$ cat src/rtl/fixed_point_alu_top_defines.svh
// ----------------------------------------------------------------------------
// Fixed-point ALU assertion macros
// Concurrent assertion forms used by the ALU execution pipeline.
// ----------------------------------------------------------------------------
`ifndef FIXED_POINT_ALU_TOP_DEFINES_SVH
`define FIXED_POINT_ALU_TOP_DEFINES_SVH

// same-cycle implication
`define FPA_ASSERT_NOW(lbl, ante, cons, msg) \
    lbl: assert property (@(posedge clk) disable iff (!rst_n) (ante) |-> (cons)) \
        else $error(msg);

// next-cycle implication
`define FPA_ASSERT_NEXT(lbl, ante, cons, msg) \
    lbl: assert property (@(posedge clk) disable iff (!rst_n) (ante) |=> (cons)) \
        else $error(msg);

`endif

$ cat src/rtl/fpa_pkg.sv
// ----------------------------------------------------------------------------
// Fixed-point ALU package
// Opcodes, item types and helpers shared by the ALU modules.
// ----------------------------------------------------------------------------
`timescale 1ns / 1ps
`default_nettype none

package fpa_pkg;

    localparam int unsigned FPA_WIDTH     = 32;
    localparam int unsigned FPA_FRAC_BITS = 16;

    typedef enum logic [2:0] {
        OP_ADD = 3'd0,
        OP_SUB = 3'd1,
        OP_MUL = 3'd2,
        OP_DIV = 3'd3,
        OP_NEG = 3'd4,
        OP_ABS = 3'd5,
        OP_CMP = 3'd6
    } op_t;

    localparam logic [1:0] ORD_LESS    = 2'd0;
    localparam logic [1:0] ORD_EQUAL   = 2'd1;
    localparam logic [1:0] ORD_GREATER = 2'd2;

    // operands already wrapped to the working width, held sign-extended in 32 bits
    typedef struct packed {
        op_t         op;
        logic [31:0] a;
        logic [31:0] b;
    } fpa_item_t;

    typedef struct packed {
        logic      valid;
        fpa_item_t item;
    } fpa_slot_t;

    // keep bits up to sb, replicate bit sb above it
    function automatic logic [31:0] fpa_wrap32(input logic [31:0] v, input int unsigned sb);
        logic [31:0] o;
        for (int i = 0; i < 32; i++)
        begin
            o[i] = (i <= sb) ? v[i] : v[sb];
        end
        return o;
    endfunction

endpackage

`default_nettype wire

$ cat src/rtl/fpa_queue.sv
// ----------------------------------------------------------------------------
// Fixed-point ALU decoupling queue
// Two-entry register FIFO between front end and execution pipeline.
// ----------------------------------------------------------------------------
`timescale 1ns / 1ps
`default_nettype none

module fpa_queue (
    input  logic               clk,
    input  logic               rst_n,
    input  fpa_pkg::fpa_slot_t push,
    output logic               push_ready,
    input  logic               pop,
    output fpa_pkg::fpa_slot_t head
);
    import fpa_pkg::*;

    fpa_item_t  ent_reg [2];
    logic       wr_ptr_reg, wr_ptr_next;
    logic       rd_ptr_reg, rd_ptr_next;
    logic [1:0] cnt_reg, cnt_next;
    logic       do_push, do_pop;

    assign push_ready = (cnt_reg != 2'd2);
    assign do_push    = push.valid && push_ready;
    assign do_pop     = pop && (cnt_reg != 2'd0);
    assign head.valid = (cnt_reg != 2'd0);
    assign head.item  = ent_reg[rd_ptr_reg];

    always_comb
    begin
        wr_ptr_next = do_push ? ~wr_ptr_reg : wr_ptr_reg;
        rd_ptr_next = do_pop ? ~rd_ptr_reg : rd_ptr_reg;
        cnt_next    = cnt_reg + {1'b0, do_push} - {1'b0, do_pop};
    end

    always_ff @(posedge clk or negedge rst_n)
    begin
        if (!rst_n)
        begin
            wr_ptr_reg <= 1'b0;
            rd_ptr_reg <= 1'b0;
            cnt_reg    <= 2'd0;
        end
        else
        begin
            wr_ptr_reg <= wr_ptr_next;
            rd_ptr_reg <= rd_ptr_next;
            cnt_reg    <= cnt_next;
        end
    end

    always_ff @(posedge clk)
    begin
        if (do_push)
        begin
            ent_reg[wr_ptr_reg] <= push.item;
        end
    end

endmodule

`default_nettype wire

$ cat config.mk
export PLATFORM = sky130hd
export DESIGN_NAME = fpa_queue
export DESIGN_NICKNAME = d
export VERILOG_FILES = /design/src/rtl/fixed_point_alu_top_defines.svh /design/src/rtl/fpa_pkg.sv /design/src/rtl/fpa_queue.sv
export SDC_FILE = /design/constraint.sdc
export NUM_CORES = 1
export LEC_CHECK = 0
export BUFFER_PORTS_ARGS = -buffer_cell sky130_fd_sc_hd__buf_2
export CAP_MARGIN = 30
export CORE_ASPECT_RATIO = 1.2
export CORE_MARGIN = 5
export CORE_UTILIZATION = 52
export DETAILED_ROUTE_END_ITERATION = 7
export PLACE_DENSITY_LB_ADDON = 0.15
export SLEW_MARGIN = 10
export SYNTH_ARGS = -nofsm -noshare
export SYNTH_HDL_FRONTEND = slang
export SYNTH_SLANG_ARGS = --single-unit
$ cat constraint.sdc
create_clock -name clk -period 4.75 [get_ports clk]
set_input_delay 0.95 -clock clk [delete_from_list [all_inputs] [get_ports clk]]
set_output_delay 0.95 -clock clk [all_outputs]
set_load 0.05 [all_outputs]
# Word-level counts from Yosys, hierarchy flattened
# Memories as Yosys holds them, arrays and structs flattened.
# Index checks and enable logic that the tools add are counted.
# word_totals
regBits,4
output_inout_bits,69
inputBits,71
ramBits,134
memories,1
# mem_list
name,words,word_bits,read_ports,rd_clocked_by_memory_dff,wr,line_no,source
ent_reg,2,67,1,0,1,fpa_queue.sv:18,fpa_item_t ent_reg [2];
# op_classes
n_reduce_logical,3
bitwise_logic,2
n_eq_ne,1
n_addsub,2
muxes,2
# ops
cell,n
adder 2 x 1 -> 2 bit,1
logical AND 1 bit,2
2-to-1 mux 1 bit,2
!= test 2 bit (second input constant),1
inverter 1 bit,2
nonzero test 2 bit,1
subtractor 2 x 1 -> 2 bit,1

# Depth between registers and ports, before layout
# logic_depth
depth_word,4
ltp_mapped,7
depth_no_buf,7

# Least setup slack after synthesis
# OpenSTA, ideal clock, no wires.
# synth_timing
path_kind,in2reg
start,input port push[67] (netlist bit)
end,memory ent_reg[0][0] (netlist bit) (enable)
stages,2
arrival_time_ps,3869
setup_time_ps,493
slack_ps,389
required_time_ps,4257
path_cell_list,nand2_1 -> nor2_1
# synth_between
elab_chain_cells,3
# synth_lines
item,line_no,source
"start, declared",fpa_queue.sv:11,"input fpa_pkg::fpa_slot_t push,"
logical AND 1 bit,fpa_queue.sv:25,assign do_push = push.valid && push_ready;
2-to-1 mux 1 bit,fpa_queue.sv:55,if (do_push)
2-to-1 mux 1 bit (implied by the code),fpa_queue.sv:57,ent_reg[wr_ptr_reg] <= push.item;
"end, declared",fpa_queue.sv:18,
# Every way passes these cells.

==> reports/qor.txt <==
Fmax achieved: 335 MHz
outcome: completed
post-layout util: 68.7%
count of unresolved DRC violations after routing: 0
number of input and output port buffers inserted: 139
initial antenna violation count: 0
count of cells resized by post-cts repair: 0
fraction of post-synthesis cell area in the top cell type by area: 78.6%
effective utilization at floorplan: 53.6%
count of endpoints failing setup in the final report: 0
RSZ-0062 raised after global routing: no
data required time at the worst endpoint: 3.80 ns
synthesis warning total: 0
setup tns final: 0 ns
final-report max-slew violation count: 0
GRT Util Overall: 15.0%
number of top-level pins: 140
cell types with the largest area share after synthesis: sky130_fd_sc_hd__edfxtp_1 79%, sky130_fd_sc_hd__mux2_2 10%, sky130_fd_sc_hd__mux2_4 5.9%
root buffer selected by CTS: sky130_fd_sc_hd__clkbuf_16
CTS HTree Levels: 4
worst slew pin tran: 0.928 ns
category of the most critical setup path: reg -> out
total CTS buffers: 17
Core Footprint: 9560 um2
std cell rows: 39
#FFs+latches synth: 138
first-pass GRT wire length: 13300 um
endpoint class of the critical path: output port
Synthesized Nets: 299
antenna-violating nets left: 0
number of buffers on the longest clock path: 2
count of inserted antenna diode cells: 0
Horiz. Die Dim: 101 um
First-pass DRT Iterations: 4
largest net degree at the start of global routing: 68
number of hold violations in the final report: 0
worst-case clock skew: 0.00865 ns
Hold Worst Slack: 0.349 ns
wire per inst: 16.8 um
TritonCTS clock tree: yes
latest clock arrival within the worst-skew pair: 0.40 ns
post-place instance area: 5980 um2
leading area contributor after synthesis: sky130_fd_sc_hd__edfxtp_1
final worst path period share: 62.8%
critical path data arrival time: 2.03 ns
remaining global-route overflow: 0
cts-stage hold buffer count: 0
sequential cell area fraction in the yosys report: 80.5%
Mapped Cells: 226
CTS clock-pin slew for the worst setup and hold paths: 0.05 ns
Area growth, synth to finish: 28.2%
static leakage power: 2.54 nW
max FFs per register: 134
Peak supply drop: 576 uV
last weighted congestion value of the routability-driven placer: 0.705
initial drt markers: 75
max-cap violation count: 0
Power Density: 765 nW/um2
die span in y: 119 um
buffers inserted during post-CTS setup optimization: 0
final layout net count: 452
post-route cell area: 6570 um2
aggregate routed wire length: 8630 um
final critical delay including setup and external delays: 2.98 ns
per-instance average area after synthesis: 22.7 um2
via count of the first global-routing pass: 2815
commonest cells after routing, fill and taps aside: 139 x sky130_fd_sc_hd__buf_2, 134 x sky130_fd_sc_hd__edfxtp_1, 47 x sky130_fd_sc_hd__mux2_2
Crit Path Max Fanout: 40
Rel. slew slack: 38.1%
total vias in the final route: 2525
detail-routed via count per cell: 4.90
final HPWL from detailed placement: 5740 um
proportion of layout cells with a drive suffix above 1: 61.5%
Hold/Removal Path Class: in -> async
sinks on the clock net: 138
total die area: 11900 um2
number of distinct library cell variants in the gate-level netlist after synthesis: 17
crit path launch type: flop
area of the mapped netlist: 5120 um2
leading cell type in the layout, fill and taps excluded: sky130_fd_sc_hd__buf_2
[power by group]
| group | internal (mW) | total, mW | switching [mW] |
|---|---|---|---|
| Combinational | 0.591 | 1.97 | 1.38 |
| Sequential | 1.67 | 1.79 | 0.115 |
| Clock | 0.819 | 1.27 | 0.450 |
[layout make-up]
cell class | instances | area (um2)
sequential | 138 | 4130
fill | 681 | 3000
multi-input combinational | 79 | 935
timing repair buffer | 142 | 763
clock buffer | 19 | 433
tap | 123 | 154
clock inverter | 13 | 153
inverter | 1 | 3.75
[cells by family after synthesis]
family	synth area share, %
XOR/XNOR	0.684
adder cells (fa/ha/maj)	0.488
buffers and inverters	1.49
flip-flops	80.5
multiplexers	16.2
AND/OR/NAND/NOR	0.635
[path summary, 6_finish.rpt]
path | start | to | slack [ns] | cells past startpoint
min in group clk | cnt_reg[0] | cnt_reg[0] | 0.54 | 1
max | rd_ptr_reg | head[13] | 1.77 | 3
max reg2reg | cnt_reg[1] | ent_reg[1][11] | 2.97 | 2
min reg2reg | cnt_reg[0] | cnt_reg[0] | 0.54 | 1
max in group asynchronous | rst_n | rd_ptr_reg | 4.25 | 1
min | rst_n | cnt_reg[1] | 0.35 | 1
[Yosys cell counts]
library cell               instances
sky130_fd_sc_hd__buf_2             4
sky130_fd_sc_hd__inv_1             1
sky130_fd_sc_hd__and2_1            1
sky130_fd_sc_hd__nor2_1            1
sky130_fd_sc_hd__and3_1            1
sky130_fd_sc_hd__mux2_4           20
sky130_fd_sc_hd__or2_2             1
sky130_fd_sc_hd__xnor2_1           3
sky130_fd_sc_hd__nand2b_1          1
sky130_fd_sc_hd__dfrtp_1           4
sky130_fd_sc_hd__edfxtp_1        134
sky130_fd_sc_hd__ha_1              2
sky130_fd_sc_hd__nand2_1           1
sky130_fd_sc_hd__buf_6             2
sky130_fd_sc_hd__buf_8             2
sky130_fd_sc_hd__mux2_2           47
sky130_fd_sc_hd__xor2_1            1
[critical path: stages (launching register included)]
cell                      delay, ns
sky130_fd_sc_hd__dfrtp_4       0.70
sky130_fd_sc_hd__buf_16        0.29
sky130_fd_sc_hd__mux2_2        0.39
sky130_fd_sc_hd__buf_2         0.22
[per-layer routing]
| layer | vias up | routed length [um] | track usage (%) |
|---|---|---|---|
| li1 | 1206 | - | - |
| met1 | 1211 | 3180 | 15.5 |
| met2 | 99 | 4590 | 26.2 |
| met3 | 9 | 766 | 6.19 |
| met4 | 0 | 100 | 6.32 |
| met5 | - | 0 | 0 |
[stage by stage]
stage	cells	setup slack, ns	power, mW
floorplan	226	0.389	3.41
global placement	481	2.00	3.76
detailed placement	483	2.17	3.82
CTS	515	1.72	5.10
global route	515	1.68	5.24
finish	515	1.77	5.02
Power figures use the tool's default switching activity.
